File: config.mk
export PLATFORM = sky130hd
export DESIGN_NAME = ansi_truecolor_ascii_pixel_encoder
export DESIGN_NICKNAME = d
export VERILOG_FILES = /design/src/rtl/atape_pkg.sv /design/src/rtl/atape_front.sv /design/src/rtl/atape_queue.sv /design/src/rtl/atape_back.sv /design/src/rtl/ansi_truecolor_ascii_pixel_encoder.sv
export SDC_FILE = /design/constraint.sdc
export NUM_CORES = 1
export LEC_CHECK = 0
export ABC_AREA = 0
export BUFFER_PORTS_ARGS = -buffer_cell sky130_fd_sc_hd__buf_2
export CAP_MARGIN = 20
export CORE_MARGIN = 4
export CORE_UTILIZATION = 60
export CTS_CLUSTER_DIAMETER = 80
export DETAILED_ROUTE_END_ITERATION = 8
export PLACE_DENSITY = 0.85
export SETUP_SLACK_MARGIN = 0.15
export SYNTH_ARGS = -nofsm -noshare
export SYNTH_HDL_FRONTEND = slang
export SYNTH_SLANG_ARGS = --single-unit
File: constraint.sdc
create_clock -name clk -period 9.7 [get_ports clk]
set_clock_uncertainty 0.15 [all_clocks]
set_input_delay 0.97 -clock clk [delete_from_list [all_inputs] [get_ports clk]]
set_output_delay 0.97 -clock clk [all_outputs]
set_load 0.05 [all_outputs]
File: src/rtl/atape_pkg.sv
package atape_pkg;

  localparam int QUEUE_DEPTH = 4;

  localparam logic [63:0] GLYPH_TABLE_RESET = 64'h4057_336E_2A3D_2D20;

  // register index, taken from paddr[3]
  localparam logic REG_GLYPH_TABLE = 1'b0;

  // one color component split into decimal digits
  typedef struct packed {
    logic       has_h;
    logic       has_t;
    logic [3:0] h;
    logic [3:0] t;
    logic [3:0] o;
  } dec_t;

  // classified pixel, front to back
  typedef struct packed {
    logic       need_esc;
    dec_t       r;
    dec_t       g;
    dec_t       b;
    logic [7:0] glyph;
    logic       row_end;
  } entry_t;

  function automatic dec_t dec_split(input logic [7:0] v);
    dec_t        d;
    logic [6:0]  rem;
    logic [14:0] tprod;
    logic [3:0]  tens;
    d.has_h = (v >= 8'd100);
    d.has_t = (v >= 8'd10);
    if (v >= 8'd200) begin
      d.h = 4'd2;
      rem = 7'(v - 8'd200);
    end else if (v >= 8'd100) begin
      d.h = 4'd1;
      rem = 7'(v - 8'd100);
    end else begin
      d.h = 4'd0;
      rem = v[6:0];
    end
    // rem < 100, so x*205>>11 is exactly x/10
    tprod = 15'(rem) * 15'd205;
    tens = tprod[14:11];
    d.t = tens;
    d.o = 4'(rem - 7'(7'(tens) * 7'd10));
    return d;
  endfunction

endpackage

File: src/rtl/atape_front.sv
module atape_front #(
  parameter int GLYPH_COUNT = 8
) (
  input  logic                  clk,
  input  logic                  rst,
  input  logic                  push,
  input  logic [7:0]            red,
  input  logic [7:0]            green,
  input  logic [7:0]            blue,
  input  logic [7:0]            gray_level,
  input  logic                  row_end,
  input  logic [63:0]           glyph_table,
  input  logic                  q_full,
  output logic                  q_wr,
  output atape_pkg::entry_t     q_entry
);
  import atape_pkg::*;

  logic [23:0] previous_color;
  logic [23:0] color;
  logic [31:0] gray_scaled;
  logic [2:0]  level;
  logic        accept;

  assign color       = {red, green, blue};
  assign accept      = push && !q_full;
  assign gray_scaled = 32'(gray_level) * 32'(GLYPH_COUNT);
  assign level       = gray_scaled[10:8];

  always_comb begin
    q_entry.need_esc = (color != previous_color);
    q_entry.r        = dec_split(red);
    q_entry.g        = dec_split(green);
    q_entry.b        = dec_split(blue);
    q_entry.glyph    = glyph_table[{level, 3'b000} +: 8];
    q_entry.row_end  = row_end;
  end

  assign q_wr = accept;

  // color as the terminal will have it once this beat's bytes are out
  always_ff @(posedge clk) begin
    if (rst) begin
      previous_color <= '0;
    end else if (accept) begin
      previous_color <= color;
    end
  end

endmodule

File: src/rtl/atape_queue.sv
module atape_queue (
  input  logic              clk,
  input  logic              rst,
  input  logic              wr,
  input  atape_pkg::entry_t wr_entry,
  output logic              full,
  input  logic              rd,
  output logic              rd_valid,
  output atape_pkg::entry_t rd_entry
);
  import atape_pkg::*;

  localparam int PtrW = $clog2(QUEUE_DEPTH);
  localparam int CntW = $clog2(QUEUE_DEPTH + 1);

  entry_t          slots [QUEUE_DEPTH];
  logic [PtrW-1:0] wr_ptr;
  logic [PtrW-1:0] rd_ptr;
  logic [CntW-1:0] count;
  logic            do_wr;
  logic            do_rd;

  assign full     = (count == CntW'(QUEUE_DEPTH));
  assign rd_valid = (count != '0);
  assign rd_entry = slots[rd_ptr];
  assign do_wr    = wr && !full;
  assign do_rd    = rd && rd_valid;

  always_ff @(posedge clk) begin
    if (do_wr) begin
      slots[wr_ptr] <= wr_entry;
    end
  end

  always_ff @(posedge clk) begin
    if (rst) begin
      wr_ptr <= '0;
      rd_ptr <= '0;
      count  <= '0;
    end else begin
      if (do_wr) begin
        wr_ptr <= (wr_ptr == PtrW'(QUEUE_DEPTH - 1)) ? '0 : wr_ptr + 1'b1;
      end
      if (do_rd) begin
        rd_ptr <= (rd_ptr == PtrW'(QUEUE_DEPTH - 1)) ? '0 : rd_ptr + 1'b1;
      end
      if (do_wr && !do_rd) begin
        count <= count + 1'b1;
      end else if (do_rd && !do_wr) begin
        count <= count - 1'b1;
      end
    end
  end

endmodule

File: src/rtl/atape_back.sv
module atape_back (
  input  logic              clk,
  input  logic              rst,
  input  logic              q_valid,
  input  atape_pkg::entry_t q_entry,
  output logic              q_rd,
  output logic              empty,
  input  logic              pop,
  output logic [7:0]        out_byte,
  output logic              run_last
);
  import atape_pkg::*;

  // byte positions of one run
  localparam logic [4:0] S_ESC   = 5'd0;
  localparam logic [4:0] S_LBR   = 5'd1;
  localparam logic [4:0] S_3     = 5'd2;
  localparam logic [4:0] S_8     = 5'd3;
  localparam logic [4:0] S_SEMI0 = 5'd4;
  localparam logic [4:0] S_2     = 5'd5;
  localparam logic [4:0] S_SEMI1 = 5'd6;
  localparam logic [4:0] S_RH    = 5'd7;
  localparam logic [4:0] S_RT    = 5'd8;
  localparam logic [4:0] S_RO    = 5'd9;
  localparam logic [4:0] S_SEMI2 = 5'd10;
  localparam logic [4:0] S_GH    = 5'd11;
  localparam logic [4:0] S_GT    = 5'd12;
  localparam logic [4:0] S_GO    = 5'd13;
  localparam logic [4:0] S_SEMI3 = 5'd14;
  localparam logic [4:0] S_BH    = 5'd15;
  localparam logic [4:0] S_BT    = 5'd16;
  localparam logic [4:0] S_BO    = 5'd17;
  localparam logic [4:0] S_M     = 5'd18;
  localparam logic [4:0] S_GLYPH = 5'd19;
  localparam logic [4:0] S_NL    = 5'd20;
  localparam logic [4:0] S_DONE  = 5'd21;

  localparam logic [7:0] CH_ESC  = 8'h1B;
  localparam logic [7:0] CH_LBR  = 8'h5B;
  localparam logic [7:0] CH_SEMI = 8'h3B;
  localparam logic [7:0] CH_M    = 8'h6D;
  localparam logic [7:0] CH_NL   = 8'h0A;
  localparam logic [7:0] CH_ZERO = 8'h30;

  logic [4:0] slot;
  logic       mid;
  logic [4:0] cur;
  logic [4:0] nxt;
  logic [7:0] cur_byte;
  logic       cur_last;
  logic       advance;
  logic       ov;
  logic [7:0] ob;
  logic       ol;

  function automatic logic [4:0] first_digit(input dec_t d, input logic [4:0] sh,
                                             input logic [4:0] st, input logic [4:0] so);
    return d.has_h ? sh : (d.has_t ? st : so);
  endfunction

  function automatic logic [7:0] digit_char(input logic [3:0] d);
    return CH_ZERO + 8'(d);
  endfunction

  assign cur = mid ? slot : (q_entry.need_esc ? S_ESC : S_GLYPH);

  always_comb begin
    case (cur)
      S_ESC, S_LBR, S_3, S_8, S_SEMI0, S_2: nxt = cur + 5'd1;
      S_SEMI1: nxt = first_digit(q_entry.r, S_RH, S_RT, S_RO);
      S_RH:    nxt = S_RT;
      S_RT:    nxt = S_RO;
      S_RO:    nxt = S_SEMI2;
      S_SEMI2: nxt = first_digit(q_entry.g, S_GH, S_GT, S_GO);
      S_GH:    nxt = S_GT;
      S_GT:    nxt = S_GO;
      S_GO:    nxt = S_SEMI3;
      S_SEMI3: nxt = first_digit(q_entry.b, S_BH, S_BT, S_BO);
      S_BH:    nxt = S_BT;
      S_BT:    nxt = S_BO;
      S_BO:    nxt = S_M;
      S_M:     nxt = S_GLYPH;
      S_GLYPH: nxt = q_entry.row_end ? S_NL : S_DONE;
      default: nxt = S_DONE;
    endcase
  end

  always_comb begin
    case (cur)
      S_ESC:   cur_byte = CH_ESC;
      S_LBR:   cur_byte = CH_LBR;
      S_3:     cur_byte = digit_char(4'd3);
      S_8:     cur_byte = digit_char(4'd8);
      S_2:     cur_byte = digit_char(4'd2);
      S_SEMI0, S_SEMI1, S_SEMI2, S_SEMI3: cur_byte = CH_SEMI;
      S_RH:    cur_byte = digit_char(q_entry.r.h);
      S_RT:    cur_byte = digit_char(q_entry.r.t);
      S_RO:    cur_byte = digit_char(q_entry.r.o);
      S_GH:    cur_byte = digit_char(q_entry.g.h);
      S_GT:    cur_byte = digit_char(q_entry.g.t);
      S_GO:    cur_byte = digit_char(q_entry.g.o);
      S_BH:    cur_byte = digit_char(q_entry.b.h);
      S_BT:    cur_byte = digit_char(q_entry.b.t);
      S_BO:    cur_byte = digit_char(q_entry.b.o);
      S_M:     cur_byte = CH_M;
      S_GLYPH: cur_byte = q_entry.glyph;
      default: cur_byte = CH_NL;
    endcase
  end

  assign cur_last = (nxt == S_DONE);
  assign advance  = q_valid && (!ov || pop);
  assign q_rd     = advance && cur_last;

  always_ff @(posedge clk) begin
    if (rst) begin
      mid  <= 1'b0;
      slot <= S_ESC;
    end else if (advance) begin
      mid  <= !cur_last;
      slot <= nxt;
    end
  end

  // output register
  always_ff @(posedge clk) begin
    if (rst) begin
      ov <= 1'b0;
    end else if (advance) begin
      ov <= 1'b1;
    end else if (pop) begin
      ov <= 1'b0;
    end
  end

  always_ff @(posedge clk) begin
    if (advance) begin
      ob <= cur_byte;
      ol <= cur_last;
    end
  end

  assign empty    = !ov;
  assign out_byte = ob;
  assign run_last = ol;

endmodule

File: src/rtl/ansi_truecolor_ascii_pixel_encoder.sv
// truecolor ascii-art encoder: pixels in, terminal text bytes out
// input channel: one pixel per beat (red, green, blue, gray_level, row_end),
//   taken at a clock edge with push high and full low
// output channel: one text byte per beat (out_byte, run_last), offered while
//   empty is low and taken at an edge with pop high; run_last marks the final
//   byte of the run a pixel causes
// a pixel whose color differs from the last emitted one produces the escape
//   ESC[38;2;R;G;Bm (decimal, no leading zeros), then its glyph, then a newline
//   when row_end is set: 1 to 21 bytes per pixel
// with queue and output idle, a taken pixel is written to a queue slot and its
//   first byte then passes through the output register before it is offered
// throughput: while pop keeps up, the output side moves one byte per cycle;
//   repeated colors without row_end run at one pixel per cycle
// a 4-entry queue sits between the classifier and the byte sequencer; while
//   pop is held low the output byte holds, the queue fills and full rises
// reset: queue and output empty, last color black, glyph table back to " -=*n3W@"
// config: glyph_table at byte address 0 over a 64-bit apb port; write it only
//   while no pixel is in flight
module ansi_truecolor_ascii_pixel_encoder #(
  parameter int GLYPH_COUNT = 8
) (
  input  logic        clk,
  input  logic        rst,
  // pixel channel
  input  logic        push,
  output logic        full,
  input  logic [7:0]  red,
  input  logic [7:0]  green,
  input  logic [7:0]  blue,
  input  logic [7:0]  gray_level,
  input  logic        row_end,
  // byte channel
  output logic        empty,
  input  logic        pop,
  output logic [7:0]  out_byte,
  output logic        run_last,
  // config port
  input  logic        psel,
  input  logic        penable,
  input  logic        pwrite,
  input  logic [3:0]  paddr,
  input  logic [63:0] pwdata,
  output logic [63:0] prdata,
  output logic        pready
);
  import atape_pkg::*;

  logic [63:0] glyph_table;
  logic        cfg_wr;
  logic        q_wr;
  logic        q_full;
  entry_t      front_entry;
  logic        q_rd;
  logic        q_valid;
  entry_t      head_entry;

  // register file: one 64-bit register, index in paddr[3]
  assign pready = 1'b1;
  assign cfg_wr = psel && penable && pwrite && pready && (paddr[3] == REG_GLYPH_TABLE);
  assign prdata = (paddr[3] == REG_GLYPH_TABLE) ? glyph_table : '0;

  always_ff @(posedge clk) begin
    if (rst) begin
      glyph_table <= GLYPH_TABLE_RESET;
    end else if (cfg_wr) begin
      glyph_table <= pwdata;
    end
  end

  // front: color compare, digit split, glyph pick
  atape_front #(
    .GLYPH_COUNT (GLYPH_COUNT)
  ) u_front (
    .clk         (clk),
    .rst         (rst),
    .push        (push),
    .red         (red),
    .green       (green),
    .blue        (blue),
    .gray_level  (gray_level),
    .row_end     (row_end),
    .glyph_table (glyph_table),
    .q_full      (q_full),
    .q_wr        (q_wr),
    .q_entry     (front_entry)
  );

  assign full = q_full;

  // decoupling queue
  atape_queue u_queue (
    .clk      (clk),
    .rst      (rst),
    .wr       (q_wr),
    .wr_entry (front_entry),
    .full     (q_full),
    .rd       (q_rd),
    .rd_valid (q_valid),
    .rd_entry (head_entry)
  );

  // back: walks the byte positions of the head entry, one byte per cycle while pop keeps up
  atape_back u_back (
    .clk      (clk),
    .rst      (rst),
    .q_valid  (q_valid),
    .q_entry  (head_entry),
    .q_rd     (q_rd),
    .empty    (empty),
    .pop      (pop),
    .out_byte (out_byte),
    .run_last (run_last)
  );

endmodule

Word level (Yosys, flattened, before mapping)
Memories as Yosys holds them, arrays and structs flattened. A register that Yosys moved wholly into a read port is not among the register bits.
Cells that the tools add are included.
{ "op_classes": {"eq_ne": 24, "reduce_logical": 22, "shift": 1, "add_sub_neg": 23, "n_lt_le_gt_ge": 9, "mux": 34, "n_mul": 6, "bitwise": 1} }
{ "op_table": {"columns": ["operator", "count"], "rows": [
  ["case mux 8 bit (17 select lines)", 1],
  ["case mux 5 bit (15 select lines)", 1],
  ["2-to-1 mux 64 bit", 1],
  ["indexed part select 64 x 7 -> 8 bit", 1],
  ["adder 6 x 4 -> 7 bit, first input constant", 9],
  ["multiplier 7 x 8 -> 15 bit, second input constant", 3],
  ["2-to-1 mux 7 bit", 6],
  ["subtractor 7 bit, second input constant", 6],
  ["equality test 5 x 4 -> 1 bit, second input constant", 8],
  ["equality test 5 bit, second input constant", 5],
  ["2-to-1 mux 5 bit", 5],
  [">= comparator 8 x 4 -> 1 bit, second input constant", 3],
  [">= comparator 8 x 7 -> 1 bit, second input constant", 3],
  [">= comparator 8 bit, second input constant", 3],
  ["!= test 24 bit", 1],
  ["equality test 5 x 3 -> 1 bit, second input constant", 4],
  ["multiplier 4 x 3 -> 3 bit, second input constant", 3],
  ["2-to-1 mux 4 bit", 3],
  ["subtractor 4 bit", 3],
  ["2-to-1 mux 1 bit", 11],
  ["equality test 5 x 2 -> 1 bit, second input constant", 2],
  ["logical AND 1 bit", 10],
  ["2-to-1 mux 2 bit", 4],
  ["2-to-1 mux 3 bit", 2],
  ["15 further kinds", 22]
]} }
{ "word_totals": {"mem_count": 1, "register_bits": 111, "out_inout_bits": 76, "ram_bits": 208, "inputBits": 108} }
{ "memory_table": {"columns": ["memory", "words", "word_bits", "rd", "rd_ports_with_merged_regs", "wr", "line_no", "text"], "rows": [
  ["u_queue.slots", 4, 52, 1, 1, 1, "atape_queue.sv:16", "entry_t slots [QUEUE_DEPTH];"]
]} }

Depth between registers and ports, before layout
Gate-level depths: netlist (run 1).
{ "logic_depth": {"word_depth": 11, "mapped_depth": 32} }

Hierarchy
From an unflattened synthesis (run 1), not the netlist that was laid out.
{ "hier_totals": {"cells_unflattened": 1466, "area_unflattened_um2": 18054.8} }
{ "by_module_without_submodules": {"columns": ["mod", "cells_each", "area_each_um2", "n_inst"], "rows": [
  ["atape_queue", 322, 7991.4, 1],
  ["atape_front", 609, 5332.6, 1],
  ["ansi_truecolor_ascii_pixel_encoder", 351, 3223.1, 1],
  ["atape_back", 184, 1507.7, 1]
]} }

Worst setup path before layout (run 1)
OpenSTA, ideal clock, no wires.
{ "synth_timing": {"kind": "input-to-reg", "from": "input blue[2]", "to": "memory u_queue.slots[0][12] in the netlist's numbering (data pin)", "required_ps": 9273, "arrival_ps": 7349, "path_stages": 30, "setup_ps": 277, "path_buffers": 1, "slack_ps": 1924, "cell_sequence": "clkbuf_1 -> inv_1 -> ha_1 -> nor3b_1 -> o311a_1 -> nor2_1 -> a22oi_1 -> xnor2_1 -> ha_1 -> fa_1 -> ha_1 -> inv_1 -> fa_1 -> inv_1 -> ha_1 -> nand4_1 -> nor2_1 -> or4b_2 -> o211ai_1 -> a21o_1 -> a21o_1 -> a21oi_1 -> xnor2_1 -> ha_1 -> inv_1 -> fa_1 -> xor2_1 -> xnor2_1 -> xnor2_1 -> xnor2_1"} }
{ "synth_lines": {"columns": ["item", "line_no", "text"], "rows": [
  ["start: declaration", "ansi_truecolor_ascii_pixel_encoder.sv:29", "input logic [7:0] blue,"],
  ["end: declaration", "atape_queue.sv:16", null]
]} }

==> run summary, run 1 <==
The run finished with clean final reports. The ratio of routed vias to standard cells came out at 6.00. Counting the buffers created by CTS gives 29. The placeable core area came out at 27000 um^2. For the pin with the worst max-slew slack, the measured transition is 1030 ps.

Wire segments on met2 add up to 18500 um in the final route. The overall power came out at 0.00498 W. The part of the Yosys area used for sequential elements is 0.478. The count of final max-slew check failures is 0. The post-synthesis compound-gate area fraction came out at 0.0762. The clock transition time at the flip-flop clock pins of the worst setup and hold paths came out at 60 ps.

The tool flagged a number of max-cap violations equal to 0. The boundary pin count is 184. The post-synthesis cell area is 16500 um^2. Post-CTS timing repair inserted 0 buffers for setup. The average wire per cell in the routed design came out at 19.5 um. In this run the cell area measured after placement is 17500 um^2. The net total in the final layout is 1859. Summed over all instances, the cell type with the most area after synthesis is edfxtp_1. The clock network fraction of design power came out at 0.218. The element type at the critical path start is a primary input.

The power density over the cells came out at 269 nW/um^2. The portion of netlist area occupied by mux cells came out at 0.0932. The number of buffers added on ports is 174.

The minimum clock period after layout came out at 8330 ps. The number of design rule violations left after detail routing came out at 0. The total global routing overflow came out at 0. The cell count after synthesis is 1452. The clock passes through at most 3 buffers. The weighted congestion reported at the end of routability-driven placement is 0.918. The slowest stage of the critical path is the or4b_2 cell. The number of nets with antenna violations after routing came out at 0. Signal routing reaches up to met4.

The die outline width came out at 174 um. The mean cell area of the mapped netlist is 11.3 um^2. The required arrival time at the worst endpoint is 9880 ps.

The routed metal-1 wire length came out at 15700 um. The signal arrival time at the worst endpoint came out at 8510 ps. The kind of end point of the critical path is a flop. For this run, the leading register cell type out of synthesis is edfxtp_1. The async set-or-reset flop fraction in the synthesized netlist came out at 0.

The endpoint identified for the worst register-to-register timing path is u_queue.count[2]$_SDFFE_PP0P_. For this run, the top clock speed supported by timing is 0.120 GHz. The portion of the clock cycle consumed by the worst path in the final layout came out at 0.859.

The initial antenna violation count is 1. The placed wire-length estimate after detailed placement is 26100 um. The number of detailed-route iterations in the first pass is 5. The number of nets in the synthesized netlist is 1723.

IR analysis of the VDD net gives a maximum drop of 0.000160 V. In this run the register-to-register setup slack is 3980 ps. The share of the synthesized area in the top cell type is 0.352. The worst slew margin relative to its limit came out at 0.314. The fill cell instance count of the final layout came out at 1807. The count of endpoints failing setup in the final report came out at 0. In this run the most critical hold path is launched from glyph_table[43]$_SDFFE_PP0P_. By area the synthesized netlist is led by edfxtp_1 (35%), dfxtp_1 (13%), ha_1 (10%). After detailed routing, the total wire length is 38000 um. The first routing iteration left 1010 violations. The power share of the combinational group came out at 0.405.

The sequential cell area in the final layout is 7880 um^2. The area growth from synthesis to layout is 12.3%. The initial cell density of the core came out at 0.611. The net switching power is 0.00181 W. Summing over every cut layer, the via total after detailed routing is 11700. The beginning of the critical path is blue[2]. Adding up every negative setup slack in the final design gives 0 ps. The path class of the lowest-slack min-delay path is reg -> reg. The leakage component of the power is 7.48 nW. The total non-filler cell area in the finished layout is 18500 um^2.

By area, the combinational part of the netlist is dominated by simple AND/OR/NAND/NOR gates. The number of global-route vias before repair is 11600. The proportion of power drawn by flip-flops and latches came out at 0.377. The number of standard-cell rows in the floorplan came out at 60. In this run, distinct cell masters in the synthesized netlist total 75. The total area of multi-input combinational cells is 7920 um^2.

Leaving out fill and tap cells, the most frequent cells in the layout are nand2_1 (221), edfxtp_1 (193), buf_2 (174). The largest fanout of any net on the critical path is 11. The number of flip-flops and latches in the synthesized netlist is 297. The adder and majority gate portion of the synthesized area is 0.137. The delay of the slowest cell on the worst path is 620 ps.

The number of warnings issued by yosys came out at 0. Setup repair after global routing left no endpoint under its margin. The floorplan step defined a die boundary enclosing 30200 um^2. Measured on the finished design, the core utilization comes to 0.687. The internal power of the cells is 0.00317 W.

The fraction of synthesized cell area in xor and xnor cells came out at 0.0345. The destination of the worst hold path is glyph_table[43]$_SDFFE_PP0P_. TritonCTS built the clock tree. The insertion delay of the later-clocked pin in the worst-skew pair came out at 550 ps. The TritonCTS sink count is 297. The classification of the worst setup path is in -> reg. The wire length of the first global-routing pass came out at 61200 um. Counting flops with a built-in enable in the synthesized netlist gives 193. Entering global routing, the biggest net connects 103 pins. Leaving out fill and tap cells, the most frequent cell in the layout is nand2_1. The simple-gate area share of the yosys netlist is 0.139. The final count of hold timing violations is 0. In this run, post-CTS repair resized a total of 0 instances.

Wire segments on met3 add up to 2550 um in the final route. Clock tree synthesis selected as its root buffer the cell clkbuf_16. The number of cells traversed by the worst hold path is 2. For this run, the total global-route usage over all layers was measured as 0.246. The worst-case reg-to-reg path depth came out at 17.

The proportion of layout cells with a drive suffix above 1 came out at 0.193. The total number of H-tree levels came out at 1. Of the total power, the share spent switching nets is 0.363.

Buffers inserted to repair hold after CTS numbered 0. Measured along the y axis, the die boundary spans 174 um.
## cell usage after synthesis, drive strengths merged, types with 4 or more instances
| cell type | n |
|---|---|
| mux4 | 54 |
| nand4 | 13 |
| nand2b | 8 |
| nor3 | 21 |
| o22ai | 5 |
| mux2i | 21 |
| edfxtp | 193 |
| nor2b | 73 |
| nor3b | 6 |
| and2 | 8 |
| ha | 135 |
| a21oi | 92 |
| a211oi | 7 |
| and3 | 4 |
| nand2 | 221 |
| nor4 | 8 |
| nor2 | 38 |
| xnor2 | 44 |
| dfxtp | 104 |
| buf | 12 |
| fa | 28 |
| or2 | 7 |
| o21ai | 33 |
| nand3 | 13 |
| inv | 93 |
| nand3b | 30 |
| xor2 | 21 |
| o221ai | 4 |
| clkbuf | 72 |
| a22oi | 5 |
| a21o | 10 |
| mux2 | 8 |
| a31oi | 8 |
## critical path, delay by kind of cell
| family | cells | cell delay [ps] |
|---|---|---|
| fa+ha+maj | 8 | 2690 |
| simple gates | 5 | 1560 |
| xor+xnor | 6 | 1550 |
| compound gates | 6 | 1280 |
| buf+inv | 5 | 450 |
## routing by layer
metal,GRT usage,up-vias
met3,0.0332,97
met4,0.0831,0
met1,0.340,5679
li1,-,5442
met2,0.407,500
met5,0,-
## power groups by stage
stage	combinational [W]	clock (W)	sequential (W)
3_5_place_dp	0.00198	0	0.00190
6_report	0.00201	0.00109	0.00188
4_1_cts	0.00201	0.00110	0.00188
2_1_floorplan	0.00144	0	0.00191
3_3_place_gp	0.00189	0	0.00188
5_1_grt	0.00224	0.00116	0.00189
## logic make-up (layout without fill, tap and decap cells)
group / count (synthesis) / after routing
XOR/XNOR: 65 / 65
flip-flops: 297 / 297
multiplexers: 83 / 83
adder cells (fa/ha/maj): 163 / 163
AO/OA/AOI/OAI: 200 / 200
AND/OR/NAND/NOR: 465 / 465
buffers and inverters: 178 / 337
other: 1 / 2
## per-stage QoR
step / setup WS [ps] / hold WS [ps] / std cells
after CTS: 1460 / 315 / 1950
final: 1370 / 313 / 1953
after floorplan: 1920 / 286 / 1452
after global routing: 840 / 332 / 1953
after detailed placement: 974 / 307 / 1896
after global placement: 1270 / 301 / 1896
## area by class of cell
class | count | area share
tap | 341 | 0.0230
clock buffer | 35 | 0.0410
inverter | 94 | 0.0191
multi-input combinational | 977 | 0.428
timing repair buffer | 189 | 0.0545
sequential | 297 | 0.426
clock inverter | 19 | 0.00879
antenna | 1 | 0.000135
## state kept, by name, indices dropped and copies added, names as in the netlist, named ones only
signal                  flops
u_queue.slots             184
u_back.ov                   1
u_back.run_last             1
u_back.mid                  1
u_queue.wr_ptr              2
glyph_table                64
u_back.slot                 5
u_back.out_byte             8
u_queue.rd_ptr              2
u_queue.count               3
u_front.previous_color     24
## how the worst max path moves through the flow
stage	endpoint	slack (ps)	cells past startpoint
finish	u_queue.slots[3][12]$_DFFE_PP_	1370	30
global route	u_queue.slots[2][12]$_DFFE_PP_	840	32
CTS	u_queue.slots[2][12]$_DFFE_PP_	1460	30
detailed placement	u_queue.slots[0][12]$_DFFE_PP_	970	30
global placement	u_queue.slots[0][12]$_DFFE_PP_	1270	30
floorplan	u_queue.slots[0][12]$_DFFE_PP_	1920	30
No activity file was read; power rests on OpenSTA's default activity.
==> run 2, diff against run 1 <==
--- a/config.mk
+++ b/config.mk
@@ -13,6 +13,7 @@
 export CTS_CLUSTER_DIAMETER = 80
 export DETAILED_ROUTE_END_ITERATION = 8
 export PLACE_DENSITY = 0.85
+export RECOVER_POWER = 100
 export SETUP_SLACK_MARGIN = 0.15
 export SYNTH_ARGS = -nofsm -noshare
 export SYNTH_HDL_FRONTEND = slang
==> run summary, run 2 (synthesis results as in run 1) <==
The slew at the pin closest to its max-slew limit came out at 4320 ps (was 1030 ps). The total length of routed met2 wires came to 18800 um (was 18500 um). The number of detailed-route iterations in the first pass is 6 (was 5). The final count of hold timing violations came to 0 (unchanged).

The proportion of layout cells with a drive suffix above 1 is 0.127 (was 0.193). The cell with the largest stage delay on the worst path is or4b_2 (unchanged). The leakage component of the power is 7.14 nW (was 7.48 nW). The number of global-route vias before repair is 11600 (unchanged). The die outline width came to 174 um (unchanged). The full die area came out at 30200 um^2 (unchanged). The count of endpoints failing setup in the final report is 0 (unchanged). The number of max-capacitance violations reported is 8 (was 0). The top achievable clock speed is 0.116 GHz (was 0.120 GHz).

The quantity of hold-fixing buffers added after cts is 0 (unchanged). The checks that failed: capacitance limit, slew limit. The total global routing overflow is 0 (unchanged). The most frequent standard cell in the layout excluding fill and tap cells is nand2_1 (unchanged).

The clock tree root driver cell is clkbuf_16 (unchanged). The placeable core area came out at 27000 um^2 (unchanged). The number of standard-cell rows in the floorplan came out at 60 (unchanged). The number of buffers added on ports was 174 (unchanged). RSZ-0062 raised after global routing: false (unchanged). The clock transition time at the flip-flop clock pins of the worst setup and hold paths is 60 ps (about the same). The count of final max-slew check failures is 391 (was 0). The insertion delay of the later-clocked pin in the worst-skew pair is 560 ps (was 550 ps).

The boundary pin count is 184 (unchanged). The post-layout utilization of the core is 0.680 (was 0.687). The placed wire-length estimate after detailed placement is 26100 um (unchanged). The number of cells traversed by the worst hold path is 2 (unchanged). The clock tree from TritonCTS is done (unchanged). The largest fanout of any net on the critical path is 11 (unchanged). The worst-case reg-to-reg path depth came to 16 (was 17). The worst voltage drop across the vdd grid came to 0.000160 V (about the same). The number of design rule violations left after detail routing came out at 0 (unchanged). The number of nets with antenna violations after routing came out at 0 (unchanged).

The number of design-rule violations left by the first detailed-router iteration is 888 (was 1010). The post-cts repair resize count came out at 0 (unchanged). The routed metal-1 wire length is 15700 um (about the same). The wire length of the first global-routing pass came out at 61200 um (unchanged). The total number of H-tree levels is 1 (unchanged). The length of routed met3 wiring came to 2450 um (was 2550 um). The number of buffers between clock root and the deepest sink is 3 (unchanged). The power density over the cells is 271 nW/um^2 (was 269 nW/um^2).

The largest net degree at the start of global routing came to 103 (unchanged). The initial antenna violation count came out at 1 (unchanged). The delay of the slowest cell on the worst path was 620 ps (about the same). The number of buffers created by CTS came out at 29 (unchanged). Most frequent cells in the layout: nand2_1 (221), edfxtp_1 (193), ha_1 (135) (was nand2_1 (221), edfxtp_1 (193), buf_2 (174)). The overall die height is 174 um (unchanged). The path class of the lowest-slack min-delay path is reg -> reg (unchanged). The total number of vias is 11700 (about the same). Largest registers: u_queue.slots: 184 flops, glyph_table: 64 flops, u_front.previous_color: 24 flops (unchanged). The net total in the final layout was 1859 (unchanged). The portion of the clock cycle consumed by the worst path in the final layout is 0.887 (was 0.859). The ratio of routed vias to standard cells came out at 5.97 (was 6.00). The classification of the worst setup path is in -> reg (unchanged).

The minimum clock period after layout came out at 8600 ps (was 8330 ps). The average wire per cell in the routed design came out at 19.5 um (about the same). The weighted congestion reported at the end of routability-driven placement came out at 0.918 (unchanged). The largest register by flop count is u_queue.slots (unchanged). The worst slew margin relative to its limit is -1.88 (was 0.314). The required arrival time at the worst endpoint came out at 9890 ps (was 9880 ps). The final sum of negative setup slack was 0 ps (unchanged). The number of flip-flops under the largest register name is 184 (unchanged).

The initial cell density of the core is 0.611 (unchanged). The signal arrival time at the worst endpoint came out at 8790 ps (was 8510 ps). The total global routing track utilization is 0.246 (unchanged). The total wirelength of the detailed-routed design came out at 38100 um (was 38000 um). The area growth from synthesis to layout came out at 11.3% (was 12.3%).

The kind of end point of the critical path was a flop (unchanged). Status: complete, but fails checks (was finished clean). The TritonCTS sink count came out at 297 (unchanged). The uppermost layer routed is met4 (unchanged). The post-CTS setup buffer count is 0 (unchanged).

The element type at the critical path start is a primary input (unchanged).
-- run 2: changes by cell type in the layout (fill, tap and decap cells not counted), sizes merged --
cell and delta:
buf -94, clkbuf +94
-- run 2: power by group --
part           internal [W]  switching, W  leakage (nW)  total, W
clock network      0.000613      0.000471         0.463   0.00108
logic              0.000761       0.00123          4.06   0.00199
registers           0.00178      0.000101          2.61   0.00188
-- run 2: metal layers --
layer	vias up	global-route usage
li1	5434	-
met1	5679	0.340
met2	460	0.407
met3	81	0.0332
met4	0	0.0831
met5	-	0
-- run 2: critical path, delay by kind of cell --
family	cells	cell delay, ps
adder cells (fa/ha/maj)	8	2700
AND/OR/NAND/NOR	5	1580
XOR/XNOR	6	1550
AO/OA/AOI/OAI	6	1300
buffers and inverters	5	650
-- run 2: path summary, 6_finish.rpt --
check | to | from | slack [ps]
max | u_queue.slots[0][12]$_DFFE_PP_ | blue[2] | 1100
min | glyph_table[43]$_SDFFE_PP0P_ | glyph_table[43]$_SDFFE_PP0P_ | 310
max reg2reg | u_queue.count[1]$_SDFFE_PP0P_ | flop | 1380
min reg2reg | glyph_table[43]$_SDFFE_PP0P_ | glyph_table[43]$_SDFFE_PP0P_ | 310
-- run 2: cell type report --
type / count / area (um^2)
fillers: 1878 / 8610
multi-input cells: 977 / 7900
flip-flops and latches: 297 / 7880
repair buffers: 189 / 856
clock buffers: 35 / 758
well taps: 341 / 427
inverters: 94 / 353
clock inverters: 19 / 163
diodes: 1 / 2.50
-- run 2: through the flow --
step / hold WS [ps] / setup WS [ps] / std cells / area, um^2 / power (W)
floorplan: 286 / 1920 / 1452 / 16500 / 0.00335
global placement: 301 / 1270 / 1896 / 17500 / 0.00377
detailed placement: 307 / 974 / 1896 / 17500 / 0.00388
CTS: 315 / 1460 / 1950 / 18500 / 0.00499
global route: 332 / 569 / 1953 / 18300 / 0.00528
finish: 313 / 1100 / 1953 / 18300 / 0.00496
